### config.mk
export PLATFORM = sky130hd
export DESIGN_NAME = pid_controller_clamped
export DESIGN_NICKNAME = d
export VERILOG_FILES = /design/src/hw/rtl/pidc_pkg.sv /design/src/hw/rtl/pid_controller_clamped.sv /design/src/hw/rtl/pidc_datapath.sv
export SDC_FILE = /design/constraint.sdc
export NUM_CORES = 2
export LEC_CHECK = 0
export BUFFER_PORTS_ARGS = -buffer_cell sky130_fd_sc_hd__buf_2
export CELL_PAD_IN_SITES_DETAIL_PLACEMENT = 1
export CELL_PAD_IN_SITES_GLOBAL_PLACEMENT = 2
export CORE_MARGIN = 2
export CORE_UTILIZATION = 35
export CTS_BUF_LIST = sky130_fd_sc_hd__clkbuf_16
export CTS_CLUSTER_SIZE = 25
export DETAILED_ROUTE_END_ITERATION = 6
export GPL_TIMING_DRIVEN = 0
export PLACE_DENSITY_LB_ADDON = 0.1
export SYNTH_ARGS = -nofsm -noshare
export SYNTH_HDL_FRONTEND = slang
export SYNTH_HIERARCHICAL = 1
export SYNTH_SLANG_ARGS = --single-unit
### constraint.sdc
create_clock -name aclk -period 29.2 [get_ports aclk]
set_clock_uncertainty 0.05 [all_clocks]
set_input_delay 4.38 -clock aclk [delete_from_list [all_inputs] [get_ports aclk]]
set_output_delay 4.38 -clock aclk [all_outputs]
set_load 0.005 [all_outputs]
### src/hw/rtl/pidc_pkg.sv
package pidc_pkg;

    localparam int DATA_WIDTH = 16;
    localparam int FRAC_BITS  = 8;
    localparam int GAIN_WIDTH = 16;
    localparam int ACC_WIDTH  = 32;

    localparam int ERR_WIDTH   = DATA_WIDTH + 1;
    localparam int DERR_WIDTH  = DATA_WIDTH + 2;
    localparam int PROD_WIDTH  = GAIN_WIDTH + ERR_WIDTH;
    localparam int PRODD_WIDTH = GAIN_WIDTH + DERR_WIDTH;
    localparam int CAND_WIDTH  = ((ACC_WIDTH > PROD_WIDTH) ? ACC_WIDTH : PROD_WIDTH) + 1;
    localparam int SUM_WIDTH   = ((ACC_WIDTH > PRODD_WIDTH) ? ACC_WIDTH : PRODD_WIDTH) + 2;

    localparam int CFG_INDEX_WIDTH = 3;
    localparam int CFG_DATA_WIDTH  = (GAIN_WIDTH > DATA_WIDTH) ? GAIN_WIDTH : DATA_WIDTH;

    typedef logic signed [DATA_WIDTH-1:0]  data_t;
    typedef logic signed [GAIN_WIDTH-1:0]  gain_t;
    typedef logic signed [ACC_WIDTH-1:0]   acc_t;
    typedef logic signed [ERR_WIDTH-1:0]   err_t;
    typedef logic signed [DERR_WIDTH-1:0]  derr_t;
    typedef logic signed [PROD_WIDTH-1:0]  prod_t;
    typedef logic signed [PRODD_WIDTH-1:0] prodd_t;
    typedef logic signed [CAND_WIDTH-1:0]  cand_t;
    typedef logic signed [SUM_WIDTH-1:0]   sum_t;

    typedef enum logic [CFG_INDEX_WIDTH-1:0] {
        CFG_GAIN_P  = 3'd0,
        CFG_GAIN_I  = 3'd1,
        CFG_GAIN_D  = 3'd2,
        CFG_OUT_MIN = 3'd3,
        CFG_OUT_MAX = 3'd4
    } cfg_index_t;

    localparam data_t OUT_MIN_RESET = {1'b1, {(DATA_WIDTH-1){1'b0}}};
    localparam data_t OUT_MAX_RESET = {1'b0, {(DATA_WIDTH-1){1'b1}}};
    localparam acc_t  ACC_MIN       = {1'b1, {(ACC_WIDTH-1){1'b0}}};
    localparam acc_t  ACC_MAX       = {1'b0, {(ACC_WIDTH-1){1'b1}}};

    // Result of one controller pass, handed from the datapath to the top level.
    typedef struct packed {
        data_t drive;
        logic  clamped;
        acc_t  integ;
        err_t  err;
    } pidc_calc_t;

endpackage

### src/hw/rtl/pid_controller_clamped.sv
// PID controller with clamped output and conditional-integration anti-windup.
// Input channel (s_valid/s_ready): one sample per transfer, carrying the
// setpoint and the measured value as signed integers.
// Result channel (m_valid/m_ready): one transfer per sample with the clamped
// drive value and a flag that is set when a limit acted (integrator frozen).
// Configuration channel (cfg_valid/cfg_ready): index 0..4 selects gain_p,
// gain_i, gain_d, out_min, out_max; other indexes are ignored. Always ready;
// write it only while no sample is in flight.
// Path: a sample is captured in the input register, computed in one pass
// and loaded into the result register, which drives the result channel.
// Throughput: one sample per cycle while m_ready is high; the integrator and
// previous-error registers close a loop through the multiply/add/clamp pass.
// Reset (aresetn low, synchronous): gains clear to zero, limits go to the
// full signed range, integrator and previous error clear, both stages empty.
// Stall: when m_ready is low the result is held; the input register still
// takes one more sample, after which s_ready drops until the result moves.
module pid_controller_clamped (
    input  logic                                    aclk,
    input  logic                                    aresetn,
    // configuration write channel
    input  logic                                    cfg_valid,
    output logic                                    cfg_ready,
    input  logic [pidc_pkg::CFG_INDEX_WIDTH-1:0]    cfg_index,
    input  logic [pidc_pkg::CFG_DATA_WIDTH-1:0]     cfg_data,
    // sample input channel
    input  logic                                    s_valid,
    output logic                                    s_ready,
    input  pidc_pkg::data_t                         s_setpoint,
    input  pidc_pkg::data_t                         s_measured,
    // result channel
    output logic                                    m_valid,
    input  logic                                    m_ready,
    output pidc_pkg::data_t                         m_drive,
    output logic                                    m_clamped
);
    import pidc_pkg::*;

    // configuration registers
    gain_t gain_p_reg;
    gain_t gain_i_reg;
    gain_t gain_d_reg;
    data_t out_min_reg;
    data_t out_max_reg;

    // controller state
    acc_t  integ_reg;
    err_t  last_err_reg;

    // input stage
    logic  in_valid_reg;
    data_t setpoint_reg;
    data_t measured_reg;

    // result stage
    logic  out_valid_reg;
    data_t drive_reg;
    logic  clamped_reg;

    pidc_calc_t calc;
    logic       advance;
    logic       cfg_write;

    // Move a sample from the input stage to the result stage whenever the
    // result stage is empty or its contents leave in this cycle.
    assign advance   = in_valid_reg && (!out_valid_reg || m_ready);
    assign s_ready   = !in_valid_reg || advance;
    assign cfg_ready = 1'b1;
    assign cfg_write = cfg_valid && cfg_ready;

    // Configuration register writes; unknown indexes are dropped.
    always_ff @(posedge aclk) begin
        if (!aresetn) begin
            gain_p_reg  <= '0;
            gain_i_reg  <= '0;
            gain_d_reg  <= '0;
            out_min_reg <= OUT_MIN_RESET;
            out_max_reg <= OUT_MAX_RESET;
        end else if (cfg_write) begin
            unique case (cfg_index_t'(cfg_index))
                CFG_GAIN_P:  gain_p_reg  <= gain_t'(cfg_data[GAIN_WIDTH-1:0]);
                CFG_GAIN_I:  gain_i_reg  <= gain_t'(cfg_data[GAIN_WIDTH-1:0]);
                CFG_GAIN_D:  gain_d_reg  <= gain_t'(cfg_data[GAIN_WIDTH-1:0]);
                CFG_OUT_MIN: out_min_reg <= data_t'(cfg_data[DATA_WIDTH-1:0]);
                CFG_OUT_MAX: out_max_reg <= data_t'(cfg_data[DATA_WIDTH-1:0]);
                default: ;
            endcase
        end
    end

    // Input register: capture a sample on each input transfer.
    always_ff @(posedge aclk) begin
        if (!aresetn) begin
            in_valid_reg <= 1'b0;
        end else if (s_ready) begin
            in_valid_reg <= s_valid;
        end
    end

    always_ff @(posedge aclk) begin
        if (s_valid && s_ready) begin
            setpoint_reg <= s_setpoint;
            measured_reg <= s_measured;
        end
    end

    // One pass: error, three products, saturated integrator, sum and clamp.
    pidc_datapath u_datapath (
        .setpoint (setpoint_reg),
        .measured (measured_reg),
        .gain_p   (gain_p_reg),
        .gain_i   (gain_i_reg),
        .gain_d   (gain_d_reg),
        .out_min  (out_min_reg),
        .out_max  (out_max_reg),
        .integ    (integ_reg),
        .last_err (last_err_reg),
        .calc     (calc)
    );

    // Controller state advances with each sample; the integrator holds its
    // value when the clamp acted (the datapath returns the old value then).
    always_ff @(posedge aclk) begin
        if (!aresetn) begin
            integ_reg    <= '0;
            last_err_reg <= '0;
        end else if (advance) begin
            integ_reg    <= calc.integ;
            last_err_reg <= calc.err;
        end
    end

    // Result register: load on advance, drop after the output transfer.
    always_ff @(posedge aclk) begin
        if (!aresetn) begin
            out_valid_reg <= 1'b0;
        end else if (advance) begin
            out_valid_reg <= 1'b1;
        end else if (m_ready) begin
            out_valid_reg <= 1'b0;
        end
    end

    always_ff @(posedge aclk) begin
        if (advance) begin
            drive_reg   <= calc.drive;
            clamped_reg <= calc.clamped;
        end
    end

    assign m_valid   = out_valid_reg;
    assign m_drive   = drive_reg;
    assign m_clamped = clamped_reg;

endmodule

### src/hw/rtl/pidc_datapath.sv
module pidc_datapath (
    input  pidc_pkg::data_t      setpoint,
    input  pidc_pkg::data_t      measured,
    input  pidc_pkg::gain_t      gain_p,
    input  pidc_pkg::gain_t      gain_i,
    input  pidc_pkg::gain_t      gain_d,
    input  pidc_pkg::data_t      out_min,
    input  pidc_pkg::data_t      out_max,
    input  pidc_pkg::acc_t       integ,
    input  pidc_pkg::err_t       last_err,
    output pidc_pkg::pidc_calc_t calc
);
    import pidc_pkg::*;

    err_t   err;
    derr_t  derr;
    prod_t  prod_p;
    prod_t  prod_i;
    prodd_t prod_d;
    prod_t  term_p;
    prod_t  term_i;
    prodd_t term_d;
    cand_t  cand_full;
    acc_t   cand_sat;
    sum_t   sum;
    sum_t   lim_lo;
    sum_t   lim_hi;

    assign err    = err_t'(setpoint) - err_t'(measured);
    assign derr   = derr_t'(err) - derr_t'(last_err);

    assign prod_p = prod_t'(gain_p) * prod_t'(err);
    assign prod_i = prod_t'(gain_i) * prod_t'(err);
    assign prod_d = prodd_t'(gain_d) * prodd_t'(derr);

    // floor rounding: arithmetic shift
    assign term_p = prod_p >>> FRAC_BITS;
    assign term_i = prod_i >>> FRAC_BITS;
    assign term_d = prod_d >>> FRAC_BITS;

    assign cand_full = cand_t'(integ) + cand_t'(term_i);

    always_comb begin
        priority if (cand_full > cand_t'(ACC_MAX)) begin
            cand_sat = ACC_MAX;
        end else if (cand_full < cand_t'(ACC_MIN)) begin
            cand_sat = ACC_MIN;
        end else begin
            cand_sat = acc_t'(cand_full);
        end
    end

    assign sum    = sum_t'(term_p) + sum_t'(cand_sat) + sum_t'(term_d);
    assign lim_lo = sum_t'(out_min);
    assign lim_hi = sum_t'(out_max);

    always_comb begin
        calc.err = err;
        // lower limit wins when the limits are crossed
        priority if (sum < lim_lo) begin
            calc.drive   = out_min;
            calc.clamped = 1'b1;
            calc.integ   = integ;
        end else if (sum > lim_hi) begin
            calc.drive   = out_max;
            calc.clamped = 1'b1;
            calc.integ   = integ;
        end else begin
            calc.drive   = data_t'(sum);
            calc.clamped = 1'b0;
            calc.integ   = cand_sat;
        end
    end

endmodule

==> impl_metrics.json <==
{
  "wl_per_cell_um": 23.44,
  "ir_drop_mv": 0.05685,
  "path_common_cell": "fa_1",
  "synthTopCellsByArea": "fa_1 (39%), ha_1 (11%), inv_1 (8.6%)",
  "cts_setup_buffers": 0,
  "finalCritPeriodShare_pct": 69.39,
  "p_sw_share_pct": 56.40,
  "arrival_ns": 20.61,
  "start_util_pct": 35.32,
  "grt_use_met2_pct": 41.15,
  "reg2reg_depth": 68,
  "p_int_mw": 1.300,
  "synth_ff_type": "dfxtp_1",
  "drv_cap": 0,
  "p_sw_mw": 1.681,
  "port_buffers": 73,
  "cts_sinks": 180,
  "die-area_um2": 131900,
  "critPathLaunchType": "flop",
  "async_flop_share_pct": 0,
  "rsz0062_at_grt": "false",
  "setup_violations": 0,
  "syn2layout_area_growth_pct": 6.877,
  "cp_slowest_cell": "buf_1",
  "gp_congestion": 0.8636,
  "hold_start": "gain_p_reg[8]$_SDFFE_PN0P_",
  "leakage_nw": 22.03,
  "dp_cells": 6738,
  "p_clk_share_pct": 8.5,
  "hold_buffers": 0,
  "outcome": "completed",
  "netlist_area_um2": 45160,
  "report.final.slew_viol_count": 0,
  "overflow": 0,
  "p_per_area_nw_per_um2": 61.76,
  "worstMarginPinSlew_ns": 1.394,
  "setup_tns_ns": 0,
  "clk_pin_slew_ns": 0.08,
  "grt_pass1_wl_mm": 242.1,
  "synth.most_common_cell": "inv_1",
  "slew_headroom_pct": 6.432,
  "synthesis.nets": 6341,
  "regArea_um2": 4094,
  "clock_path_buffers": 2,
  "synth_top_area_share_pct": 38.79,
  "syn_inst": 5000,
  "ios": 76,
  "die_w_um": 363.2,
  "r2r_slack_ns": 8.94,
  "drive_above_1_share_pct": 5.011,
  "end_kind": "flop",
  "worst_skew_pair.late_latency_ns": 0.52,
  "pwr-share-seq_pct": 10.8,
  "holdWs_ns": 0.4084,
  "drtPass1Iterations": 5,
  "min_path_cells": 2,
  "largest_reg_flops": 32,
  "grtUsageMet1_pct": 33.73,
  "max_stage_delay_ns": 1.06,
  "grt_pass1_vias": 37635,
  "met3_usage_pct": 3.775,
  "finalHoldViolCount": 0,
  "design_area_um2": 48260,
  "ys_seq_area_share_pct": 9.066,
  "final_core_util_pct": 37.75,
  "track_usage_pct": 25.06,
  "antenna_found_initial": 10,
  "hold_path_end": "gain_p_reg[8]$_SDFFE_PN0P_",
  "ant_nets": 0,
  "post_dp_cell_area_um2": 47650,
  "row_count": 131,
  "hp-class": "reg2reg",
  "fmax_ghz": 0.04935,
  "cts_resized": 0,
  "wl_mm": 158.8,
  "grt-busiest-layer": "met2",
  "stdcell_count": 6774,
  "synth_edf_count": 49,
  "die_h_um": 363.2,
  "grt_max_degree": 33,
  "crit-reg2reg-launch": "setpoint_reg[0]$_DFFE_PP_",
  "cts_tree": "done",
  "finalPower_mw": 2.981,
  "place_ws_ns": 8.814,
  "num_vias": 34018,
  "cp_max_fo": 11,
  "htree_levels": 4,
  "synth_cell_types": 85,
  "core_um2": 127800,
  "crit_required_ns": 29.55,
  "post_drt_via_cell_ratio": 5.022,
  "reg2reg_to": "integ_reg[31]$_SDFFE_PN0P_",
  "root_buffer": "clkbuf_16",
  "setup_slack_ns": 8.938,
  "period_minus_slack_ns": 20.26,
  "criticalPathCategory": "reg2reg",
  "cts_made_buffers": 17,
  "multi_input_area_um2": 36320,
  "remaining_drc_errors": 0,
  "ys_seq_elements": 180,
  "syn_avg_cell_area_um2": 9.031,
  "p_comb_share_pct": 80.6,
  "drt_iter0_markers": 1724,
  "nets": 6437,
  "ys_warn_count": 6,
  "hpwl_mm": 136.4,
  "fillerInstances": 14940,
  "synth_area_leader_cell": "fa_1",
  "synthTopCellsByCount": "inv_1 (1032), fa_1 (875), nand2_1 (674)"
}
## placed cells by master, fill, tap and decap left out, types with 8 or more instances in the layout
| cell | count |
|---|---|
| and2_1 | 286 |
| nor3_1 | 30 |
| o21bai_1 | 18 |
| a21o_1 | 77 |
| nand4_1 | 21 |
| edfxtp_1 | 49 |
| o21a_1 | 30 |
| a21oi_1 | 129 |
| mux2i_1 | 80 |
| inv_1 | 1033 |
| a31oi_1 | 12 |
| dfxtp_1 | 131 |
| o21ai_2 | 17 |
| mux2_2 | 37 |
| o21ai_0 | 132 |
| maj3_2 | 20 |
| clkbuf_1 | 179 |
| buf_2 | 90 |
| o211ai_1 | 13 |
| xnor2_1 | 131 |
| nand3_1 | 90 |
| nand2_1 | 674 |
| nor2b_1 | 62 |
| and3_1 | 20 |
| mux2_4 | 11 |
| nor2_1 | 105 |
| o2111ai_1 | 9 |
| nand2b_1 | 85 |
| fa_1 | 875 |
| nand3_2 | 14 |
| ha_1 | 410 |
| or2_2 | 8 |
| clkbuf_16 | 17 |
| a211oi_1 | 16 |
| xor2_1 | 44 |
## worst max-delay path by stage
stage,end,start
6_report,integ_reg[31]$_SDFFE_PN0P_,setpoint_reg[0]$_DFFE_PP_
5_1_grt,integ_reg[31]$_SDFFE_PN0P_,setpoint_reg[0]$_DFFE_PP_
4_1_cts,integ_reg[31]$_SDFFE_PN0P_,setpoint_reg[0]$_DFFE_PP_
3_5_place_dp,integ_reg[31]$_SDFFE_PN0P_,setpoint_reg[0]$_DFFE_PP_
3_3_place_gp,integ_reg[31]$_SDFFE_PN0P_,measured_reg[0]$_DFFE_PP_
2_1_floorplan,integ_reg[24]$_SDFFE_PN0P_,setpoint_reg[0]$_DFFE_PP_
## area by class of cell
type,count,area share (%)
Antenna cell,3,0.01556
Buffer,211,1.807
Clock buffer,17,0.8815
Clock inverter,15,0.3500
Inverter,1032,8.027
Multi-Input combinational cell,3577,75.27
Sequential cell,180,8.483
Tap cell,1662,4.309
Timing Repair Buffer,77,0.8607
## layer usage
layer	wire length (um)	up-vias
met2	74290	593
li1	-	15605
met5	38	-
met1	71510	17660
met3	7114	152
met4	5805	8
## power by group through the flow
stage               Clock, mW  Sequential, mW  Combinational (mW)
floorplan                   0           0.324                1.59
global placement            0           0.329                2.38
detailed placement          0           0.330                2.40
CTS                     0.265           0.324                2.42
global route            0.270           0.327                2.67
finish                  0.254           0.323                2.40
## logic make-up after synthesis
kind of cell	share of synthesized area, %
buffers and inverters	10.51
AO/OA/AOI/OAI	7.659
other	0.008305
adder cells (fa/ha/maj)	50.81
flip-flops	9.066
multiplexers	3.062
XOR/XNOR	3.450
AND/OR/NAND/NOR	15.44
## critical path: cells and delay by family (launching register included)
| kind | cells | cell delay [ns] |
|---|---|---|
| fa+ha+maj | 13 | 5.80 |
| compound gates | 24 | 5.45 |
| simple gates | 16 | 3.68 |
| buf+inv | 10 | 2.78 |
| xor+xnor | 2 | 1.14 |
| mux | 3 | 0.85 |
| flops | 1 | 0.36 |
(Power assumes the default switching activity.)
